$ cat src/rtl/dss_pkg.sv
// Shared types and constants for the duration string parser.
// No dependencies; used by the interfaces, the top level and the checker.
package dss_pkg;

	// Result status codes
	typedef enum logic [1:0] {
		ST_OK       = 2'd0,
		ST_NO_DIGIT = 2'd1,
		ST_BAD_UNIT = 2'd2,
		ST_OVERFLOW = 2'd3
	} status_t;

	// Default unit register codes
	localparam logic [1:0] UNIT_SEC  = 2'd0;
	localparam logic [1:0] UNIT_MIN  = 2'd1;
	localparam logic [1:0] UNIT_HOUR = 2'd2;
	localparam logic [1:0] UNIT_DAY  = 2'd3;

	// Seconds per unit
	localparam int unsigned SCALE_W = 17;
	localparam logic [SCALE_W-1:0] SCALE_SEC  = 17'd1;
	localparam logic [SCALE_W-1:0] SCALE_MIN  = 17'd60;
	localparam logic [SCALE_W-1:0] SCALE_HOUR = 17'd3600;
	localparam logic [SCALE_W-1:0] SCALE_DAY  = 17'd86400;

	// Largest magnitude any intermediate value may reach
	localparam logic [31:0] MAG_LIMIT = 32'h8000_0000;

	// Character codes
	localparam logic [7:0] CH_MINUS = 8'h2D;
	localparam logic [7:0] CH_ZERO  = 8'h30;
	localparam logic [7:0] CH_NINE  = 8'h39;
	localparam logic [7:0] CH_D     = 8'h64;
	localparam logic [7:0] CH_H     = 8'h68;
	localparam logic [7:0] CH_M     = 8'h6D;
	localparam logic [7:0] CH_S     = 8'h73;

	// Parse state of one string
	typedef struct packed {
		logic [31:0] acc;
		logic [31:0] total;
		logic        neg;
		logic        seen;
		logic        at_start;
		status_t     err;
	} parse_t;

	localparam parse_t PARSE_CLEAR = '{
		acc: 32'd0, total: 32'd0, neg: 1'b0, seen: 1'b0, at_start: 1'b1, err: ST_OK
	};

	// Map a default unit code to seconds per unit
	function automatic logic [SCALE_W-1:0] unit_scale(input logic [1:0] unit);
		logic [SCALE_W-1:0] s;
		case (unit)
			UNIT_SEC:  s = SCALE_SEC;
			UNIT_MIN:  s = SCALE_MIN;
			UNIT_HOUR: s = SCALE_HOUR;
			UNIT_DAY:  s = SCALE_DAY;
			default:   s = SCALE_SEC;
		endcase
		return s;
	endfunction

endpackage

$ cat src/rtl/dss_if.sv
// Valid/ready channel interfaces of the duration string parser.
// Depends on dss_pkg for the status type.
interface dss_char_if;
	logic       valid;
	logic       ready;
	logic [7:0] char_code;
	logic       last_char;

	modport source (output valid, char_code, last_char, input ready);
	modport sink   (input valid, char_code, last_char, output ready);
endinterface

interface dss_result_if;
	logic               valid;
	logic               ready;
	logic signed [31:0] seconds;
	dss_pkg::status_t   status;

	modport source (output valid, seconds, status, input ready);
	modport sink   (input valid, seconds, status, output ready);
endinterface

$ cat src/rtl/duration_string_to_seconds_top.sv
// Duration string parser: characters in, signed seconds and status out.
// Depends on dss_pkg and the channel interfaces in dss_if.sv.
//
// Usage:
//   chars  : one character per transaction, last_char set on the final one.
//   result : one transaction per string, seconds (two's complement, 0 on
//            error) and status (ok, unit without digit, bad unit, overflow).
//   cfg_we / cfg_wdata : write default_unit, the unit applied to a trailing
//            number; write only while no string is in flight.
// Throughput: one character per cycle for any string while results are taken.
// Path: the last character of a string passes the input register, a snapshot
//   of the parse state, the scale product and the result register in turn.
//   The parse state update per character (one constant-scale multiply, an
//   add and a limit compare) is the recurrence registered per character.
// Reset: arst_n clears the parse state, all stage valids and default_unit
//   (seconds); chars.ready is already high when reset is released.
// Stall: while result.ready is low the result holds; characters that are
//   not last keep flowing, and up to two finished strings wait in the
//   internal stages before chars.ready drops.
module duration_string_to_seconds_top (
	input  logic                 clk,
	input  logic                 arst_n,
	input  logic                 cfg_we,
	input  logic [1:0]           cfg_wdata,
	dss_char_if.sink             chars,
	dss_result_if.source         result
);

	localparam int unsigned PROD_W = 32 + dss_pkg::SCALE_W;

	// Configuration and stage registers
	logic [1:0]          du_q;
	logic                valid_s1;
	logic [7:0]          char_s1;
	logic                last_s1;
	dss_pkg::parse_t     st_q;
	dss_pkg::parse_t     nxt;
	logic                valid_s2;
	dss_pkg::parse_t     snap_s2;
	logic                valid_s3;
	logic [PROD_W-1:0]   prod_s3;
	logic [31:0]         total_s3;
	logic                neg_s3;
	logic                seen_s3;
	dss_pkg::status_t    err_s3;
	logic                res_valid_q;
	logic [31:0]         seconds_q;
	dss_pkg::status_t    status_q;

	// Handshake between stages
	logic parse_go;
	logic s2_free;
	logic s3_load;
	logic s3_free;
	logic out_load;

	// Parse datapath
	logic                       is_digit;
	logic                       is_unit;
	logic [dss_pkg::SCALE_W-1:0] sel_scale;
	logic [35:0]                dig_sum;
	logic [PROD_W-1:0]          unit_sum;

	// Finish datapath
	logic [PROD_W-1:0]  fin_sum;
	logic [31:0]        fin_total;
	dss_pkg::status_t   fin_err;
	logic [31:0]        fin_secs;

	assign out_load = valid_s3 && (!res_valid_q || result.ready);
	assign s3_free  = !valid_s3 || out_load;
	assign s3_load  = valid_s2 && s3_free;
	assign s2_free  = !valid_s2 || s3_load;
	assign parse_go = valid_s1 && (!last_s1 || s2_free);
	assign chars.ready = !valid_s1 || parse_go;

	// Hold the default unit
	always_ff @(posedge clk or negedge arst_n) begin
		if (!arst_n) begin
			du_q <= dss_pkg::UNIT_SEC;
		end else if (cfg_we) begin
			du_q <= cfg_wdata;
		end
	end

	// Capture the incoming character
	always_ff @(posedge clk or negedge arst_n) begin
		if (!arst_n) begin
			valid_s1 <= 1'b0;
		end else if (chars.ready) begin
			valid_s1 <= chars.valid;
		end
	end

	always_ff @(posedge clk) begin
		if (chars.ready && chars.valid) begin
			char_s1 <= chars.char_code;
			last_s1 <= chars.last_char;
		end
	end

	// Decode the character and scale for a unit letter
	always_comb begin
		is_digit = (char_s1 >= dss_pkg::CH_ZERO) && (char_s1 <= dss_pkg::CH_NINE);
		is_unit  = 1'b1;
		case (char_s1)
			dss_pkg::CH_D: sel_scale = dss_pkg::SCALE_DAY;
			dss_pkg::CH_H: sel_scale = dss_pkg::SCALE_HOUR;
			dss_pkg::CH_M: sel_scale = dss_pkg::SCALE_MIN;
			dss_pkg::CH_S: sel_scale = dss_pkg::SCALE_SEC;
			default: begin
				sel_scale = '0;
				is_unit   = 1'b0;
			end
		endcase
		dig_sum  = ({4'b0, st_q.acc} << 3) + ({4'b0, st_q.acc} << 1) + 36'(char_s1[3:0]);
		unit_sum = PROD_W'(st_q.total) + PROD_W'(st_q.acc) * PROD_W'(sel_scale);
	end

	// Advance the parse state by one character; errors freeze it
	always_comb begin
		nxt = st_q;
		if (st_q.err == dss_pkg::ST_OK) begin
			nxt.at_start = 1'b0;
			if (st_q.at_start && char_s1 == dss_pkg::CH_MINUS) begin
				nxt.neg = 1'b1;
			end else if (is_digit) begin
				if (dig_sum > {4'b0, dss_pkg::MAG_LIMIT}) begin
					nxt.err = dss_pkg::ST_OVERFLOW;
				end else begin
					nxt.acc  = dig_sum[31:0];
					nxt.seen = 1'b1;
				end
			end else if (!st_q.seen) begin
				nxt.err = dss_pkg::ST_NO_DIGIT;
			end else if (!is_unit) begin
				nxt.err = dss_pkg::ST_BAD_UNIT;
			end else if (unit_sum > PROD_W'(dss_pkg::MAG_LIMIT)) begin
				nxt.err = dss_pkg::ST_OVERFLOW;
			end else begin
				nxt.total = unit_sum[31:0];
				nxt.acc   = '0;
				nxt.seen  = 1'b0;
			end
		end
	end

	// Update parse state; restart it after the last character
	always_ff @(posedge clk or negedge arst_n) begin
		if (!arst_n) begin
			st_q <= dss_pkg::PARSE_CLEAR;
		end else if (parse_go) begin
			st_q <= last_s1 ? dss_pkg::PARSE_CLEAR : nxt;
		end
	end

	// Snapshot the finished string
	always_ff @(posedge clk or negedge arst_n) begin
		if (!arst_n) begin
			valid_s2 <= 1'b0;
		end else if (s2_free) begin
			valid_s2 <= parse_go && last_s1;
		end
	end

	always_ff @(posedge clk) begin
		if (s2_free && parse_go && last_s1) begin
			snap_s2 <= nxt;
		end
	end

	// Scale the trailing number by the default unit
	always_ff @(posedge clk or negedge arst_n) begin
		if (!arst_n) begin
			valid_s3 <= 1'b0;
		end else if (s3_free) begin
			valid_s3 <= valid_s2;
		end
	end

	always_ff @(posedge clk) begin
		if (s3_load) begin
			prod_s3  <= PROD_W'(snap_s2.acc) * PROD_W'(dss_pkg::unit_scale(du_q));
			total_s3 <= snap_s2.total;
			neg_s3   <= snap_s2.neg;
			seen_s3  <= snap_s2.seen;
			err_s3   <= snap_s2.err;
		end
	end

	// Add the trailing term, check range and apply the sign
	always_comb begin
		fin_sum   = PROD_W'(total_s3) + prod_s3;
		fin_err   = err_s3;
		fin_total = total_s3;
		if (fin_err == dss_pkg::ST_OK && seen_s3) begin
			if (fin_sum > PROD_W'(dss_pkg::MAG_LIMIT)) begin
				fin_err = dss_pkg::ST_OVERFLOW;
			end else begin
				fin_total = fin_sum[31:0];
			end
		end
		if (fin_err == dss_pkg::ST_OK && !neg_s3 && fin_total[31]) begin
			fin_err = dss_pkg::ST_OVERFLOW;
		end
		if (fin_err != dss_pkg::ST_OK) begin
			fin_secs = '0;
		end else if (neg_s3) begin
			fin_secs = 32'd0 - fin_total;
		end else begin
			fin_secs = fin_total;
		end
	end

	// Hold the result until it is taken
	always_ff @(posedge clk or negedge arst_n) begin
		if (!arst_n) begin
			res_valid_q <= 1'b0;
		end else if (!res_valid_q || result.ready) begin
			res_valid_q <= valid_s3;
		end
	end

	always_ff @(posedge clk) begin
		if (out_load) begin
			seconds_q <= fin_secs;
			status_q  <= fin_err;
		end
	end

	assign result.valid   = res_valid_q;
	assign result.seconds = seconds_q;
	assign result.status  = status_q;

endmodule

$ cat src/flat_wrapper.sv
// flat-port wrapper written by rule: the top's interface ports become plain ports
module duration_string_to_seconds_top_flat 
  (clk, arst_n, cfg_we, cfg_wdata, chars_valid, chars_char_code, chars_last_char, chars_ready, result_valid, result_seconds, result_status, result_ready);
  dss_char_if chars_i ();
  dss_result_if result_i ();
  input  logic clk;
  input  logic arst_n;
  input  logic cfg_we;
  input  logic [1:0] cfg_wdata;
  input wire logic [$bits(chars_i.valid)-1:0] chars_valid;
  input wire logic [$bits(chars_i.char_code)-1:0] chars_char_code;
  input wire logic [$bits(chars_i.last_char)-1:0] chars_last_char;
  output wire logic [$bits(chars_i.ready)-1:0] chars_ready;
  output wire logic [$bits(result_i.valid)-1:0] result_valid;
  output wire logic [$bits(result_i.seconds)-1:0] result_seconds;
  output wire logic [$bits(result_i.status)-1:0] result_status;
  input wire logic [$bits(result_i.ready)-1:0] result_ready;
  assign chars_i.valid = chars_valid;
  assign chars_i.char_code = chars_char_code;
  assign chars_i.last_char = chars_last_char;
  assign chars_ready = chars_i.ready;
  assign result_valid = result_i.valid;
  assign result_seconds = result_i.seconds;
  assign result_status = result_i.status;
  assign result_i.ready = result_ready;
  duration_string_to_seconds_top u_core (.clk(clk), .arst_n(arst_n), .cfg_we(cfg_we), .cfg_wdata(cfg_wdata), .chars(chars_i), .result(result_i));
endmodule
$ cat config.mk
export PLATFORM = sky130hd
export DESIGN_NAME = duration_string_to_seconds_top_flat
export DESIGN_NICKNAME = d
export VERILOG_FILES = /design/src/rtl/dss_pkg.sv /design/src/rtl/dss_if.sv /design/src/rtl/duration_string_to_seconds_top.sv /design/src/flat_wrapper.sv
export SDC_FILE = /design/constraint.sdc
export NUM_CORES = 2
export LEC_CHECK = 0
export ABC_CLOCK_PERIOD_IN_PS = 8690
export BUFFER_PORTS_ARGS = -buffer_cell sky130_fd_sc_hd__buf_2
export CORE_MARGIN = 2
export CORE_UTILIZATION = 25
export CTS_BUF_LIST = sky130_fd_sc_hd__clkbuf_16
export DETAILED_ROUTE_END_ITERATION = 7
export PLACE_DENSITY = 0.47
export SETUP_SLACK_MARGIN = 0.2
export SLEW_MARGIN = 15
export SYNTH_ARGS = -nofsm -noshare
export SYNTH_HDL_FRONTEND = slang
export SYNTH_SLANG_ARGS = --single-unit
export TNS_END_PERCENT = 1
$ cat constraint.sdc
create_clock -name clk -period 8.69 [get_ports clk]
set_clock_uncertainty 0.15 [all_clocks]
set_input_delay 0.869 -clock clk [delete_from_list [all_inputs] [get_ports clk]]
set_output_delay 0.869 -clock clk [all_outputs]
set_load 0.02 [all_outputs]
======== Word-level counts from Yosys, hierarchy flattened ========
Index checks and enable logic that the tools add are counted.
operators by class
  reduce and logical (&&, ||, !) cells .... 31
  $lt $le $gt $ge ......................... 5
  add/subtract/negate cells ............... 5
  div/mod/pow operators ................... 0
  shifts and indexed selects .............. 0
  equality and inequality tests ........... 8
  muxes and demuxes ....................... 32
  $mul .................................... 2
  bitwise logic cells ..................... 0
operator list
  kind                   count
  $mux 64                4
  $mux 32                6
  $mux 69                2
  $pmux 17 s4            2
  $add 32x49->49         2
  $gt 49x32->1 const B   2
  $mul 32x17->49         2
  $add 35x33->36         1
  $add 36x4->36          1
  $gt 36x32->1 const B   1
  $eq 8x7->1 const B     4
  $sub 1x32->32 const A  1
  $mux 2                 9
  $mux 17                1
  $logic_and 1x1->1      12
  $eq 8x6->1 const B     1
  $ge 8x6->1 const B     1
  $le 8x6->1 const B     1
  $logic_not 2->1        4
  $mux 1                 8
  $logic_not 1->1        6
  $logic_or 1x1->1       5
  $eq 2x2->1 const B     2
  $reduce_bool 2->1      2
  other kinds (3)        3
word-level totals
  word-level logic and storage cells ...... 108
  output and inout bits ................... 36
  memories ................................ 0
  input bits .............................. 16
  register bits after elaboration ......... 271
  ROM bits ................................ 0
  latch bits .............................. 0
  memory bits (writable) .................. 0

======== Logic depth before layout (Yosys ltp) ========
  depth in word-level cells ............... 12
  mapped depth ............................ 35
  gate-level depth less buffers ........... 31

======== Worst setup path after synthesis ========
Ideal clock, no wire load.
  path type ............................... reg2reg
  start point ............................. reg u_core.char_s1[1]
  end point ............................... reg u_core.snap_s2[68] (netlist bit), data pin
  period minus slack after synthesis ...... 9.036 ns
  arrival ................................. 8.620 ns
  buffers on the path ..................... 5
  library setup time ...................... 0.266 ns
  slack ................................... -0.346 ns
  stages on the path, launching flop included .. 33
  data required time ...................... 8.274 ns
  path through ............................ edfxtp_1 > nor4b_1 > nand2_1 > or3_1 > clkbuf_1 > o21ai_0 > clkbuf_1 > nand2_1 > fa_1 > fa_1 > fa_1 > inv_1 > fa_1 > fa_1 > inv_1 > fa_1 > inv_1 > ha_1 > and2_1 > and3_1 > a221o_1 > a31o_2 > or2_2 > o211ai_1 > a211oi_1 > o211ai_1 > nand4_1 > nor4_1 > and4_1 > clkbuf_1 > clkbuf_1 > buf_1 > nor2_1
RTL lines
  element                 RTL line                               source
  from (decl)             duration_string_to_seconds_top.sv:34   logic [7:0] char_s1;
  from (signal assigned)  duration_string_to_seconds_top.sv:97   char_s1 <= chars.char_code;
  to (signal assigned)    duration_string_to_seconds_top.sv:168  snap_s2 <= nxt;
  to (decl)               duration_string_to_seconds_top.sv:39   dss_pkg::parse_t snap_s2;

======== Worst setup path in the final report ========
  start point ............................. reg u_core.char_s1[5]
  end point ............................... reg u_core.st_q[10] (netlist bit)
on the way
  word-level cells in the longest chain between the ends .. 12
  elaborated cells on any way between the ends .. 22
  classes of those cells .................. add/sub (1); mul (1); order compare (3); eq/ne (5); mux (9); reduce/logical (3)
RTL lines
  element               RTL line                               source
  $eq 8x7->1            duration_string_to_seconds_top.sv:106  case (char_s1)
  $pmux 17 s4           duration_string_to_seconds_top.sv:106
  $mul 32x17->49        duration_string_to_seconds_top.sv:117  unit_sum = PROD_W'(st_q.total) + PROD_W'(st_q.acc) * PROD_W'(sel_scale);
  $add 32x49->49        duration_string_to_seconds_top.sv:117
  $gt 49x32->1          duration_string_to_seconds_top.sv:138  end else if (unit_sum > PROD_W'(dss_pkg::MAG_LIMIT)) begin
  $mux 64               duration_string_to_seconds_top.sv:138
  $mux 64               duration_string_to_seconds_top.sv:136  end else if (!is_unit) begin
  $mux 64               duration_string_to_seconds_top.sv:134  end else if (!st_q.seen) begin
  $mux 32               duration_string_to_seconds_top.sv:127  end else if (is_digit) begin
  $mux 64 *             duration_string_to_seconds_top.sv:125  if (st_q.at_start && char_s1 == dss_pkg::CH_MINUS) begin
  $mux 69 *             duration_string_to_seconds_top.sv:123  if (st_q.err == dss_pkg::ST_OK) begin
  $mux 69 *             duration_string_to_seconds_top.sv:153  st_q <= last_s1 ? dss_pkg::PARSE_CLEAR : nxt;
  to (signal assigned)  duration_string_to_seconds_top.sv:151  st_q <= dss_pkg::PARSE_CLEAR;
  to (signal assigned)  duration_string_to_seconds_top.sv:153
  to (decl)             duration_string_to_seconds_top.sv:36   dss_pkg::parse_t st_q;
Every way passes the cells marked *; elsewhere a longest branch is shown, timed or not. The select of a mux whose other input is x is not followed.
A chain may end at the register's enable or synchronous reset.

==> flow_summary_export.csv <==
group,metric,value,unit
grt,grt_pass1_vias,36700,
power_and_ir_drop,p_clk_share,19.8,%
layout,multi_input_area,34700,um2
die,io_pins,52,
setup_path,crit_cells,36,
layout,area_growth,17.0,%
grt,groute.usage.overall,14.6,%
die,rows,157,
drt,wl_per_cell,17.7,um
clock_tree,clk_pin_slew,60,ps
power_and_ir_drop,p_per_area,147,nW/um2
yosys,yosysMostFrequentCell,"inv_1",
drt,vias,34700,
yosys,synthArstFlopShare,27.7,%
setup_path,crit_family,"adder cells",
setup_path,reg2reg_setup_slack,-70,ps
yosys,ys_ff_latch,271,
setup_path,cp-start-kind,"register",
drt,drt.antenna.violating_nets,0,
setup_path,path_max_fanout,14,
die,die_w,434,um
power_and_ir_drop,internal-power,4.47,mW
placed_design,placed_cell_area,52000,um2
clock_tree,cts_hold_buf,0,
power_and_ir_drop,ir_drop,0.137,mV
die,fp.dieH,434,um
placed_design,dp_hpwl,116,mm
setup_path,cp_num_buf_inv,13,
drt,drtIter0Drc,1761,
clock_tree,clock_tree.buffer_depth,3,
sta,finalSetupTns,-386,ps
setup_path,reg2regPathDepth,36,
layout,register_area,7760,um2
grt,grt_pass1_wl,215,mm
setup_path,crit_top_cell,"fa_1",
sta,max_freq,114,MHz
sta,period_minus_slack,8760,ps
layout,nets,6425,
die,start_util,25.2,%
run,maxCapViolations,0,
drt,vias_per_cell,4.53,
setup_path,cpPeakStageDelay,550,ps
drt,totalWireLength,136,mm
yosys,synth_edf_count,196,
yosys,synth_common_cells,"1022 x inv_1, 664 x fa_1, 563 x ha_1",
yosys,yosys.area.top_type,"fa_1",
run_status,violations,"negative setup slack",
drt,drc,0,
setup_path,crit_required,8990,ps
grt,grt_max_degree,67,
placed_design,port_buffers,51,
setup_path,critPathArrivalTime,9050,ps
yosys,syn-cell-area,46300,um2
sta,drv_slew,0,
layout,drive_above_1_share,13.2,%
sta,rsz0062_at_grt,"yes",
hold_path,holdCritPathClass,"in2async",
sta,setup_slack,-65.2,ps
sta,finalSetupViolCount,17,
sta,min_period_over_period,101,%
placed_design,gp_congestion,0.869,
power_and_ir_drop,switchingPower,3.47,mW
clock_tree,clock-sinks,271,
yosys,ys_seq_area_share,16.8,%
yosys,postSynthCellCount,4853,
grt,antenna_found_initial,2,
placed_design,pre_cts_ws,-891,ps
setup_path,crit_type,"reg2reg",
power_and_ir_drop,pwr-share-comb,56.9,%
sta,worst_pin_slew,976,ps
run_status,status,"finished, violations left",
clock_tree,ctsHtreeMaxLevel,2,
clock_tree,clock_latency,570,ps
power_and_ir_drop,power_leakage,26.9,nW
setup_path,cpMaxStageDelayCell,"fa_1",
grt,gr-total-overflow,0,
yosys,synthFlopType,"edfxtp_1",
clock_tree,cts_root_buf,"clkbuf_16",
sta,finalHoldViolCount,0,
yosys,yosysTopAreaCellShare,28.7,%
sta,slew_headroom,34.9,%
clock_tree,cts_tree,"yes",
yosys,yosysUniqueCellTypes,95,
layout,final_cell_area,54100,um2
die,die-area,188000,um2
power_and_ir_drop,seqPwrFrac,23.3,%
power_and_ir_drop,p_total,7.94,mW
drt,dr.pass1.iters,5,
layout,fill_cells,19500,
power_and_ir_drop,switching_share,43.7,%
clock_tree,cts_buffers,37,
die,fp.coreArea,183000,um2
setup_path,cp-end-kind,"register",
yosys,ys.warnings.count,0,
yosys,synth.area.top_cells,"fa_1 29%, ha_1 15%, edfxtp_1 13%, inv_1 8.3%, dfrtp_1 4.0%",
yosys,syn_area_per_cell,9.53,um2
-- power by group through the flow --
stage	logic, mW	clock network, mW	registers, mW
6_report	4.52	1.57	1.85
5_1_grt	5.11	1.66	1.87
4_1_cts	4.52	1.62	1.85
3_5_place_dp	4.44	0	1.88
3_3_place_gp	4.42	0	1.88
2_1_floorplan	3.20	0	1.79
-- final cells by class --
class | instances | area share, %
multi-input cells | 3406 | 64.1
flip-flops and latches | 271 | 14.3
inverters | 1023 | 7.09
repair buffers | 443 | 6.52
well taps | 2464 | 5.70
clock buffers | 38 | 1.76
clock inverters | 27 | 0.525
diodes | 2 | 0.00925
-- worst paths after layout --
check,startpoint,end
setup reg to reg,u_core.char_s1[5],u_core.st_q[10]
setup / recovery,u_core.char_s1[5],u_core.st_q[10]
hold reg to reg,u_core.snap_s2[0],u_core.err_s3[0]
min in group clk,u_core.snap_s2[0],u_core.err_s3[0]
max in group asynchronous,arst_n,u_core.st_q[33]
hold / removal,arst_n,u_core.du_q[1]
-- sequential cells by signal, summed over array words and instances, names as in the netlist --
signal                 count
u_core.result.valid        1
u_core.last_s1             1
u_core.result.seconds     32
u_core.valid_s2            1
u_core.valid_s1            1
u_core.seen_s3             1
u_core.du_q                2
u_core.result.status       2
u_core.total_s3           32
u_core.snap_s2            68
u_core.valid_s3            1
u_core.err_s3              2
u_core.prod_s3            49
u_core.neg_s3              1
u_core.st_q               69
u_core.char_s1             8
-- placed cells by master, fill, tap and decap left out, drive strengths merged, types with 26 or more instances in the layout --
master and instances:
o211ai 26, xor2 54, nand2 271, and2 270
o21ai 142, buf 443, dfrtp 74, and3 57
nand3 59, ha 563, o21a 27, a22o 59
a21oi 167, or3 37, mux2i 29, nor3 90
a31oi 39, edfxtp 196, a21o 113, inv 1033
xnor2 108, fa 664, clkbuf 38, nor2 180
a211o 34, nand4 39
-- stage by stage --
stage	util (%)	hold slack, ps	instances
global route	29.5	82.3	7673
floorplan	-	250	4866
detailed placement	28.3	255	7586
CTS	29.3	60.0	7666
global placement	28.3	255	7586
finish	29.5	72.3	7674
-- routing by layer --
metal,vias to the layer above,share of wire [%],track usage [%]
li1,16700,-,-
met1,17300,47,20.3
met2,620,47,24.6
met3,136,3.6,1.48
met4,0,1.7,2.40
met5,-,0,0
-- kinds of logic after synthesis --
| family | after synthesis | share of synthesized area (%) |
|---|---|---|
| compound gates | 804 | 12.0 |
| xor+xnor | 162 | 3.07 |
| fa+ha+maj | 1227 | 44.0 |
| buf+inv | 1190 | 9.72 |
| flops | 271 | 16.8 |
| mux | 48 | 1.33 |
| other cells | 1 | 0.00811 |
| simple gates | 1150 | 13.1 |
-- repair_timing --
| action | in CTS | in global routing |
|---|---|---|
| gates cloned | 5 | 0 |
| resized for setup | 98 | 72 |
| pin swaps | 52 | 53 |
| buffers inserted | 10 | 6 |
| endpoints found under the setup margin | 134 | 137 |
| endpoints found under the hold margin | 0 | 0 |
No activity file was read; power rests on OpenSTA's default activity.
